--- src/sv/sirc_pkg.sv ---
// Shared types and constants of the stepper injection ramp controller.
`default_nettype none
package sirc_pkg;

  localparam int unsigned WidthW     = 20;
  localparam int unsigned StepW      = 24;
  localparam int unsigned PeriodW    = 16;
  localparam int unsigned PressW     = 16;
  localparam int unsigned CheckW     = 7;
  localparam int unsigned CfgIndexW  = 3;
  localparam int unsigned CfgDataW   = 24;

  localparam logic [CheckW-1:0] CHECK_PERIOD = 7'd100;

  localparam logic [WidthW-1:0] START_WIDTH_RST  = 20'd1000;
  localparam logic [WidthW-1:0] TARGET_WIDTH_RST = 20'd100;

  typedef enum logic {
    OP_START = 1'b0,
    OP_STEP  = 1'b1
  } sirc_op_t;

  typedef enum logic [1:0] {
    STOP_NONE   = 2'd0,
    STOP_LIMIT  = 2'd1,
    STOP_SAFETY = 2'd2,
    STOP_GOAL   = 2'd3
  } sirc_stop_t;

  typedef enum logic [CfgIndexW-1:0] {
    REG_START_WIDTH  = 3'd0,
    REG_TARGET_WIDTH = 3'd1,
    REG_RAMP_PERIOD  = 3'd2,
    REG_RAMP_DEC     = 3'd3,
    REG_STEP_LIMIT   = 3'd4,
    REG_SAFETY_PRESS = 3'd5,
    REG_GOAL_PRESS   = 3'd6
  } sirc_reg_t;

  typedef struct packed {
    logic [WidthW-1:0]  start_pulse_width;
    logic [WidthW-1:0]  target_pulse_width;
    logic [PeriodW-1:0] ramp_period_steps;
    logic [PeriodW-1:0] ramp_decrement;
    logic [StepW-1:0]   step_limit;
    logic [PressW-1:0]  safety_pressure;
    logic [PressW-1:0]  goal_pressure;
  } sirc_cfg_t;

  typedef struct packed {
    logic              step_issued;
    logic [WidthW-1:0] pulse_width;
    logic [StepW-1:0]  steps_done;
    logic              run_active;
    logic [1:0]        stop_code;
    logic [PressW-1:0] last_pressure;
  } sirc_result_t;

endpackage
`default_nettype wire

--- src/sv/sirc_if.sv ---
// Valid/ready channel interfaces for start commands, step slots and results.
`default_nettype none
interface sirc_in_if;
  logic        valid;
  logic        ready;
  logic        operation;
  logic        pressure_valid;
  logic [15:0] pressure_sample;

  modport source (output valid, output operation, output pressure_valid,
                  output pressure_sample, input ready);
  modport sink   (input valid, input operation, input pressure_valid,
                  input pressure_sample, output ready);
endinterface

interface sirc_out_if;
  logic        valid;
  logic        ready;
  logic        step_issued;
  logic [19:0] pulse_width;
  logic [23:0] steps_done;
  logic        run_active;
  logic [1:0]  stop_code;
  logic [15:0] last_pressure;

  modport source (output valid, output step_issued, output pulse_width,
                  output steps_done, output run_active, output stop_code,
                  output last_pressure, input ready);
  modport sink   (input valid, input step_issued, input pulse_width,
                  input steps_done, input run_active, input stop_code,
                  input last_pressure, output ready);
endinterface
`default_nettype wire

--- src/sv/stepper_injection_ramp_controller.sv ---
// Stepper injection ramp controller: start commands and step slots in, one result per item out.
//
// The cmd channel carries one item per transfer: a start command (operation 0)
// that clears the run state and begins a run, or a step slot (operation 1) with
// an optional pressure sample. The result channel returns exactly one transfer
// per accepted item: whether a step was issued, its half-period, the step count,
// whether the run goes on, the stop reason and the last accepted pressure.
// The result of an item is valid in the cycle after its transfer. Throughput
// is one item per cycle while the receiver takes each result; the whole slot
// update (ramp, step limit, pressure check) is one pass of counters and
// compares between the run state registers and the result register.
// When the receiver stalls, the result register holds its value and cmd.ready
// drops until that result has been taken, so no result is lost or repeated.
// Configuration registers are written through cfg_wr_en / cfg_index / cfg_wdata,
// by the user only while no item is in flight, not enforced by the block; a write
// takes effect on the next item. Synchronous reset (rst) loads the register reset
// values, clears the run state, stops any run and empties the result register.
`default_nettype none
module stepper_injection_ramp_controller (
  input  wire logic                            clk,
  input  wire logic                            rst,
  sirc_in_if.sink                              cmd,
  sirc_out_if.source                           result,
  input  wire logic                            cfg_wr_en,
  input  wire logic [sirc_pkg::CfgIndexW-1:0]  cfg_index,
  input  wire logic [sirc_pkg::CfgDataW-1:0]   cfg_wdata
);
  import sirc_pkg::*;

  sirc_cfg_t    cfg;
  sirc_result_t slot_result;
  logic         can_load;
  logic         fire;

  // An item is taken whenever the result register is free or being emptied.
  assign cmd.ready = can_load;
  assign fire      = cmd.valid && can_load;

  sirc_cfg_regs u_cfg (
    .clk   (clk),
    .rst   (rst),
    .wr_en (cfg_wr_en),
    .index (cfg_index),
    .wdata (cfg_wdata),
    .cfg   (cfg)
  );

  sirc_core u_core (
    .clk             (clk),
    .rst             (rst),
    .load            (fire),
    .operation       (cmd.operation),
    .pressure_valid  (cmd.pressure_valid),
    .pressure_sample (cmd.pressure_sample),
    .cfg             (cfg),
    .result          (slot_result)
  );

  sirc_out_reg u_out (
    .clk      (clk),
    .rst      (rst),
    .load     (fire),
    .result   (slot_result),
    .can_load (can_load),
    .rsp      (result)
  );

  // A run that goes on never carries a stop reason.
  assert property (@(posedge clk) disable iff (rst)
    result.valid && result.run_active |-> result.stop_code == STOP_NONE)
    else $error("active run reports a stop reason");

  // The step count never wraps, so an issued step leaves a nonzero count.
  assert property (@(posedge clk) disable iff (rst)
    result.valid && result.step_issued |-> result.steps_done != '0)
    else $error("issued step with zero step count");

  // A start command opens a fresh run in the next result.
  assert property (@(posedge clk) disable iff (rst)
    fire && (cmd.operation == OP_START) |=>
      result.valid && result.run_active && (result.steps_done == '0))
    else $error("start command did not open a fresh run");

endmodule
`default_nettype wire

--- src/sv/sirc_cfg_regs.sv ---
// Configuration register file written through the plain write port.
`default_nettype none
module sirc_cfg_regs (
  input  wire logic                            clk,
  input  wire logic                            rst,
  input  wire logic                            wr_en,
  input  wire logic [sirc_pkg::CfgIndexW-1:0]  index,
  input  wire logic [sirc_pkg::CfgDataW-1:0]   wdata,
  output sirc_pkg::sirc_cfg_t                  cfg
);
  import sirc_pkg::*;

  always_ff @(posedge clk) begin
    if (rst) begin
      cfg.start_pulse_width  <= START_WIDTH_RST;
      cfg.target_pulse_width <= TARGET_WIDTH_RST;
      cfg.ramp_period_steps  <= '0;
      cfg.ramp_decrement     <= '0;
      cfg.step_limit         <= '0;
      cfg.safety_pressure    <= '1;
      cfg.goal_pressure      <= '1;
    end else if (wr_en) begin
      case (sirc_reg_t'(index))
        REG_START_WIDTH:  cfg.start_pulse_width  <= wdata[WidthW-1:0];
        REG_TARGET_WIDTH: cfg.target_pulse_width <= wdata[WidthW-1:0];
        REG_RAMP_PERIOD:  cfg.ramp_period_steps  <= wdata[PeriodW-1:0];
        REG_RAMP_DEC:     cfg.ramp_decrement     <= wdata[PeriodW-1:0];
        REG_STEP_LIMIT:   cfg.step_limit         <= wdata[StepW-1:0];
        REG_SAFETY_PRESS: cfg.safety_pressure    <= wdata[PressW-1:0];
        REG_GOAL_PRESS:   cfg.goal_pressure      <= wdata[PressW-1:0];
        default: ;
      endcase
    end
  end
endmodule
`default_nettype wire

--- src/sv/sirc_core.sv ---
// Run state registers and the per-slot next-state logic.
`default_nettype none
module sirc_core (
  input  wire logic                         clk,
  input  wire logic                         rst,
  input  wire logic                         load,
  input  wire logic                         operation,
  input  wire logic                         pressure_valid,
  input  wire logic [sirc_pkg::PressW-1:0]  pressure_sample,
  input  wire sirc_pkg::sirc_cfg_t          cfg,
  output sirc_pkg::sirc_result_t            result
);
  import sirc_pkg::*;

  logic [StepW-1:0]   step_counter, step_counter_next;
  logic [PeriodW-1:0] ramp_phase, ramp_phase_next;
  logic [CheckW-1:0]  check_phase, check_phase_next;
  logic [WidthW-1:0]  current_width, current_width_next;
  logic [PressW-1:0]  held_pressure, held_pressure_next;
  logic               active, active_next;
  sirc_stop_t         stop_state, stop_state_next;

  logic               issued;
  logic [WidthW-1:0]  width_out;
  logic [PeriodW-1:0] ramp_inc;
  logic [CheckW-1:0]  check_inc;
  logic [WidthW:0]    ramp_floor;
  logic               check_due;

  always_comb begin
    step_counter_next  = step_counter;
    ramp_phase_next    = ramp_phase;
    check_phase_next   = check_phase;
    current_width_next = current_width;
    held_pressure_next = held_pressure;
    active_next        = active;
    stop_state_next    = stop_state;
    issued             = 1'b0;
    width_out          = current_width;
    ramp_inc           = ramp_phase + 1'b1;
    check_inc          = check_phase + 1'b1;
    ramp_floor         = {1'b0, cfg.target_pulse_width}
                         + {{(WidthW + 1 - PeriodW){1'b0}}, cfg.ramp_decrement};
    check_due          = (check_inc >= CHECK_PERIOD);

    if (sirc_op_t'(operation) == OP_START) begin
      step_counter_next  = '0;
      ramp_phase_next    = '0;
      check_phase_next   = '0;
      current_width_next = cfg.start_pulse_width;
      held_pressure_next = '0;
      active_next        = 1'b1;
      stop_state_next    = STOP_NONE;
      width_out          = cfg.start_pulse_width;
    end else if (active) begin
      if (step_counter >= cfg.step_limit) begin
        stop_state_next = STOP_LIMIT;
        active_next     = 1'b0;
      end else begin
        issued            = 1'b1;
        step_counter_next = step_counter + 1'b1;
        // Ramp: the floor is one bit wider than the width, so it cannot wrap.
        if (cfg.ramp_period_steps == '0) begin
          ramp_phase_next = '0;
        end else if (ramp_inc < cfg.ramp_period_steps) begin
          ramp_phase_next = ramp_inc;
        end else begin
          ramp_phase_next = '0;
          if ({1'b0, current_width} > ramp_floor) begin
            current_width_next = current_width
                                 - {{(WidthW - PeriodW){1'b0}}, cfg.ramp_decrement};
          end else begin
            current_width_next = cfg.target_pulse_width;
          end
        end
        check_phase_next = check_due ? '0 : check_inc;
        if (check_due && pressure_valid) begin
          held_pressure_next = pressure_sample;
          if (pressure_sample >= cfg.safety_pressure) begin
            stop_state_next = STOP_SAFETY;
            active_next     = 1'b0;
          end else if (pressure_sample >= cfg.goal_pressure) begin
            stop_state_next = STOP_GOAL;
            active_next     = 1'b0;
          end
        end
      end
    end

    result.step_issued   = issued;
    result.pulse_width   = width_out;
    result.steps_done    = step_counter_next;
    result.run_active    = active_next;
    result.stop_code     = stop_state_next;
    result.last_pressure = held_pressure_next;
  end

  always_ff @(posedge clk) begin
    if (rst) begin
      step_counter  <= '0;
      ramp_phase    <= '0;
      check_phase   <= '0;
      current_width <= START_WIDTH_RST;
      held_pressure <= '0;
      active        <= 1'b0;
      stop_state    <= STOP_NONE;
    end else if (load) begin
      step_counter  <= step_counter_next;
      ramp_phase    <= ramp_phase_next;
      check_phase   <= check_phase_next;
      current_width <= current_width_next;
      held_pressure <= held_pressure_next;
      active        <= active_next;
      stop_state    <= stop_state_next;
    end
  end
endmodule
`default_nettype wire

--- src/sv/sirc_out_reg.sv ---
// Result register that drives the output channel and paces the input side.
`default_nettype none
module sirc_out_reg (
  input  wire logic                clk,
  input  wire logic                rst,
  input  wire logic                load,
  input  wire sirc_pkg::sirc_result_t result,
  output logic                     can_load,
  sirc_out_if.source               rsp
);
  import sirc_pkg::*;

  logic         valid;
  sirc_result_t held;

  assign can_load = !valid || rsp.ready;

  always_ff @(posedge clk) begin
    if (rst) begin
      valid <= 1'b0;
    end else if (load) begin
      valid <= 1'b1;
    end else if (rsp.ready) begin
      valid <= 1'b0;
    end
    if (load) begin
      held <= result;
    end
  end

  assign rsp.valid         = valid;
  assign rsp.step_issued   = held.step_issued;
  assign rsp.pulse_width   = held.pulse_width;
  assign rsp.steps_done    = held.steps_done;
  assign rsp.run_active    = held.run_active;
  assign rsp.stop_code     = held.stop_code;
  assign rsp.last_pressure = held.last_pressure;
endmodule
`default_nettype wire
--- src/flat_wrapper.sv ---
// flat-port wrapper written by rule: the top's interface ports become plain ports
module stepper_injection_ramp_controller_flat import sirc_pkg::*;
  (clk, rst, cfg_wr_en, cfg_index, cfg_wdata, cmd_valid, cmd_operation, cmd_pressure_valid, cmd_pressure_sample, cmd_ready, result_valid, result_step_issued, result_pulse_width, result_steps_done, result_run_active, result_stop_code, result_last_pressure, result_ready);
  sirc_in_if cmd_i ();
  sirc_out_if result_i ();
  input  wire logic clk;
  input  wire logic rst;
  input  wire logic cfg_wr_en;
  input  wire logic [sirc_pkg::CfgIndexW-1:0] cfg_index;
  input  wire logic [sirc_pkg::CfgDataW-1:0] cfg_wdata;
  input wire logic [$bits(cmd_i.valid)-1:0] cmd_valid;
  input wire logic [$bits(cmd_i.operation)-1:0] cmd_operation;
  input wire logic [$bits(cmd_i.pressure_valid)-1:0] cmd_pressure_valid;
  input wire logic [$bits(cmd_i.pressure_sample)-1:0] cmd_pressure_sample;
  output wire logic [$bits(cmd_i.ready)-1:0] cmd_ready;
  output wire logic [$bits(result_i.valid)-1:0] result_valid;
  output wire logic [$bits(result_i.step_issued)-1:0] result_step_issued;
  output wire logic [$bits(result_i.pulse_width)-1:0] result_pulse_width;
  output wire logic [$bits(result_i.steps_done)-1:0] result_steps_done;
  output wire logic [$bits(result_i.run_active)-1:0] result_run_active;
  output wire logic [$bits(result_i.stop_code)-1:0] result_stop_code;
  output wire logic [$bits(result_i.last_pressure)-1:0] result_last_pressure;
  input wire logic [$bits(result_i.ready)-1:0] result_ready;
  assign cmd_i.valid = cmd_valid;
  assign cmd_i.operation = cmd_operation;
  assign cmd_i.pressure_valid = cmd_pressure_valid;
  assign cmd_i.pressure_sample = cmd_pressure_sample;
  assign cmd_ready = cmd_i.ready;
  assign result_valid = result_i.valid;
  assign result_step_issued = result_i.step_issued;
  assign result_pulse_width = result_i.pulse_width;
  assign result_steps_done = result_i.steps_done;
  assign result_run_active = result_i.run_active;
  assign result_stop_code = result_i.stop_code;
  assign result_last_pressure = result_i.last_pressure;
  assign result_i.ready = result_ready;
  stepper_injection_ramp_controller u_core (.clk(clk), .rst(rst), .cmd(cmd_i), .result(result_i), .cfg_wr_en(cfg_wr_en), .cfg_index(cfg_index), .cfg_wdata(cfg_wdata));
endmodule
--- config.mk ---
export PLATFORM = sky130hd
export DESIGN_NAME = stepper_injection_ramp_controller_flat
export DESIGN_NICKNAME = d
export VERILOG_FILES = /design/src/sv/sirc_pkg.sv /design/src/sv/sirc_if.sv /design/src/sv/stepper_injection_ramp_controller.sv /design/src/sv/sirc_cfg_regs.sv /design/src/sv/sirc_core.sv /design/src/sv/sirc_out_reg.sv /design/src/flat_wrapper.sv
export SDC_FILE = /design/constraint.sdc
export NUM_CORES = 1
export LEC_CHECK = 0
export ABC_AREA = 1
export BUFFER_PORTS_ARGS = -buffer_cell sky130_fd_sc_hd__buf_2
export CAP_MARGIN = 40
export CORE_MARGIN = 10
export CORE_UTILIZATION = 40
export CTS_CLUSTER_SIZE = 40
export DETAILED_ROUTE_END_ITERATION = 7
export HOLD_SLACK_MARGIN = 0.03
export MAX_ROUTING_LAYER = met4
export PLACE_DENSITY_LB_ADDON = 0.25
export SETUP_SLACK_MARGIN = 0.15
export SYNTH_ARGS = -nofsm -noshare
export SYNTH_HDL_FRONTEND = slang
export SYNTH_SLANG_ARGS = --single-unit
--- constraint.sdc ---
create_clock -name clk -period 9 [get_ports clk]
set_input_delay 2.7 -clock clk [delete_from_list [all_inputs] [get_ports clk]]
set_output_delay 2.7 -clock clk [all_outputs]
set_load 0.05 [all_outputs]
==> results.md <==
* Crit-path leading delay family: buffers and inverters
* HPWL Detailed at 34800 um
* Most common flop cell mapped by yosys: dfxtp_1
* TNS Setup at 0 ns
* Status: finished, final reports clean
* Pwr dens at 194 nW/um2
* Slew Limit Fails at 0
* Crit-path cells: buf_2 > inv_1 > nand2_1 > buf_2
* Final ANT Viol Nets at 0
* Area leader, netlist: dfxtp_1
* Synthesis-to-layout area growth at 13.4%
* Yosys reg bits at 279
* Hold bufs inserted after CTS at 0
* # port buffers at 115
* Maximum vdd drop at 0.156 mV
* Worst EP arrival at 3.16 ns
* CP Capture Type: output port
* Worst-margin pin slew at 0.892 ns
* Number of global-route vias before repair at 14433
* Static leakage power at 8.88 nW
* Fmax at 171 MHz
* Final nets at 2501
* CTS tree: built
* First-pass GRT wire length at 77000 um
* Pre-Repair DR Iteration Count at 5
* Clock sink count at 279
* Area contributors post-synth: dfxtp_1 (26%), edfxtp_1 (12%), nand2_1 (11%)
* Final worst-path cycle share at 65.1%
* Gpl congestion at 0.959
* All-layer global routing usage at 19.1%
* Minimum clock period after layout at 5.86 ns
* Synth Cell Area at 16400 um2
* Post-CTS Resized at 0
* Area of the die at 49600 um2
* CTS clock-pin slew for the worst setup and hold paths at 0.06 ns
* YS warnings at 0
* DIE HEIGHT at 223 um
* Routed vias at 14971
* DR iter-0 viols at 1060
* Worst-case clock buffer depth at 3
* Worst hold path type: reg -> reg
* CP Data Required Time at 6.30 ns
* Max FO, Critical Path at 3
* CP Launch Type: input pin
* CTS Root Cell: clkbuf_16
* Crit path top cell by count: buf_2
* DRT Wirelength at 47600 um
* Pin count of the biggest net entering global routing at 80
* Worst relative slew slack at 40.3%
* Count of cell types in the netlist at 47
* DR WL/cell at 16.5 um
* Cells after Synth at 2249
* Clk_lat worst skew at 0.59 ns
* PnR Total Power at 3.63 mW
* Num CTS Buffers at 31
* Setup Fix Bufs, Post-CTS at 0
* WS Path Type: in -> out
* Starting Density at 40.4%
* H-tree depth at 1
* Buf/Inv on CP at 3
* Max-cap violations at 0
* Most common cell in the netlist: nand2_1
* Num rows at 74
* Biggest cell delay along the critical path at 0.27 ns
* DRC viols at 0
* Hold Vio Cnt, Final at 0
* Fraction of post-synthesis cell area in the top cell type by area at 26.2%
* Post-synth EDFFs at 64
* Antenna violations before repair at 3
* Setup violators final at 0
* Core Footprint at 40700 um2
* Async set-or-reset flop fraction in the synthesized netlist at 0%
* Critical path's slowest cell: buf_2
* RSZ-0062 raised after global routing: no
* Syn_area_per_cell at 7.31 um2
* Total grt overflow at 0
* Sequential area share after synthesis at 37.9%
* Top post-synthesis cells by count: nand2_1 (497), inv_1 (338), a21oi_1 (226), dfxtp_1 (215), o21ai_0 (191)
* Syn_nets at 2427
* Skew final at 0.0126 ns
* Fraction of layout cells with a size suffix above 1 at 10.2%
* Ports at 116
* Die Span X at 223 um
* Vias per inst at 5.19
-- layer usage --
layer / part of all wire [%] / global-route usage (%) / wire length, um
met2: 46 / 30.4 / 21700
met5: 0 / - / 0
met3: 5.1 / 2.26 / 2410
met1: 47 / 25.3 / 22300
met4: 2.6 / 5.10 / 1220
-- worst reg2reg max path: cells and delay by family, from the launching register on --
kind / cells / cell delay, ns
simple gates: 18 / 1.83
fa+ha+maj: 3 / 0.88
buf+inv: 5 / 0.68
compound gates: 2 / 0.57
flops: 1 / 0.37
xor+xnor: 1 / 0.16
-- flip-flops by register name, indices dropped and copies added (netlist names) --
signal                          count
u_core.u_core.stop_state            2
u_core.u_core.current_width        20
u_core.u_out.rsp.run_active         1
u_core.u_out.rsp.steps_done        24
u_core.u_cfg.cfg                  128
u_core.u_core.check_phase           7
u_core.u_out.rsp.valid              1
u_core.u_out.rsp.last_pressure     16
u_core.u_out.rsp.step_issued        1
u_core.u_core.active                1
u_core.u_core.step_counter         24
u_core.u_core.held_pressure        16
u_core.u_out.rsp.pulse_width       20
u_core.u_core.ramp_phase           16
u_core.u_out.rsp.stop_code          2
-- cell type report --
cell class	instances	area [um2]
tap	532	666
antenna	2	5.00
timing repair buffer	132	807
fill	4105	22100
clock inverter	6	78.8
inverter	342	1290
clock buffer	52	1050
multi-input combinational	1537	8530
sequential	279	6230
-- path summary, 6_finish.rpt --
| path | from | to | slack, ns | cells after the start |
|---|---|---|---|---|
| min | u_core.u_cfg.cfg[115] | u_core.u_cfg.cfg[115] | 0.46 | 2 |
| max | result_ready | cmd_ready | 3.14 | 4 |
| min reg2reg | u_core.u_cfg.cfg[115] | u_core.u_cfg.cfg[115] | 0.46 | 2 |
| max reg2reg | u_core.u_cfg.cfg[56] | u_core.u_core.current_width[11] | 4.48 | 29 |
-- per-stage QoR --
step	setup WS, ns	hold WS (ns)	std cells	utilization (%)	instance area [um2]
after global routing	3.11	0.482	2881	45.8	18700
final	3.14	0.456	2882	45.8	18700
after global placement	3.13	0.441	2815	42.6	17400
after floorplan	2.95	0.429	2249	-	16400
after detailed placement	3.14	0.445	2822	43.0	17500
after CTS	3.14	0.461	2880	45.8	18600
-- where the power goes --
group	switching [mW]	internal [mW]	total (mW)	leakage, nW
combinational	0.578	0.266	0.844	5.92
clock	0.543	0.827	1.37	0.558
sequential	0.0565	1.36	1.41	2.40
-- cell usage in the layout (no fill, tap or decap), types with 9 or more instances in the layout --
cell | synthesis | final
a21oi_1 | 226 | 226
a21oi_2 | 10 | 10
buf_2 | 8 | 115
buf_4 | 3 | 10
clkbuf_16 | 0 | 36
clkbuf_8 | 0 | 9
dfxtp_1 | 215 | 215
edfxtp_1 | 64 | 64
ha_1 | 126 | 126
inv_1 | 338 | 336
nand2_1 | 497 | 497
nand2_2 | 10 | 10
nand3_1 | 146 | 146
nand3_2 | 11 | 11
nand4_1 | 34 | 34
nor2_1 | 130 | 127
nor3_1 | 16 | 16
o211ai_1 | 34 | 34
o21ai_0 | 191 | 191
xnor2_1 | 13 | 13
xor2_1 | 38 | 38
-- cell families after synthesis --
logic type / count (synthesis) / synth area share, %
flops: 279 / 37.9
xor+xnor: 52 / 2.82
compound gates: 483 / 15.7
buf+inv: 433 / 10.3
fa+ha+maj: 128 / 9.83
simple gates: 874 / 23.4
Note: power is estimated with default switching activity, not from simulation.
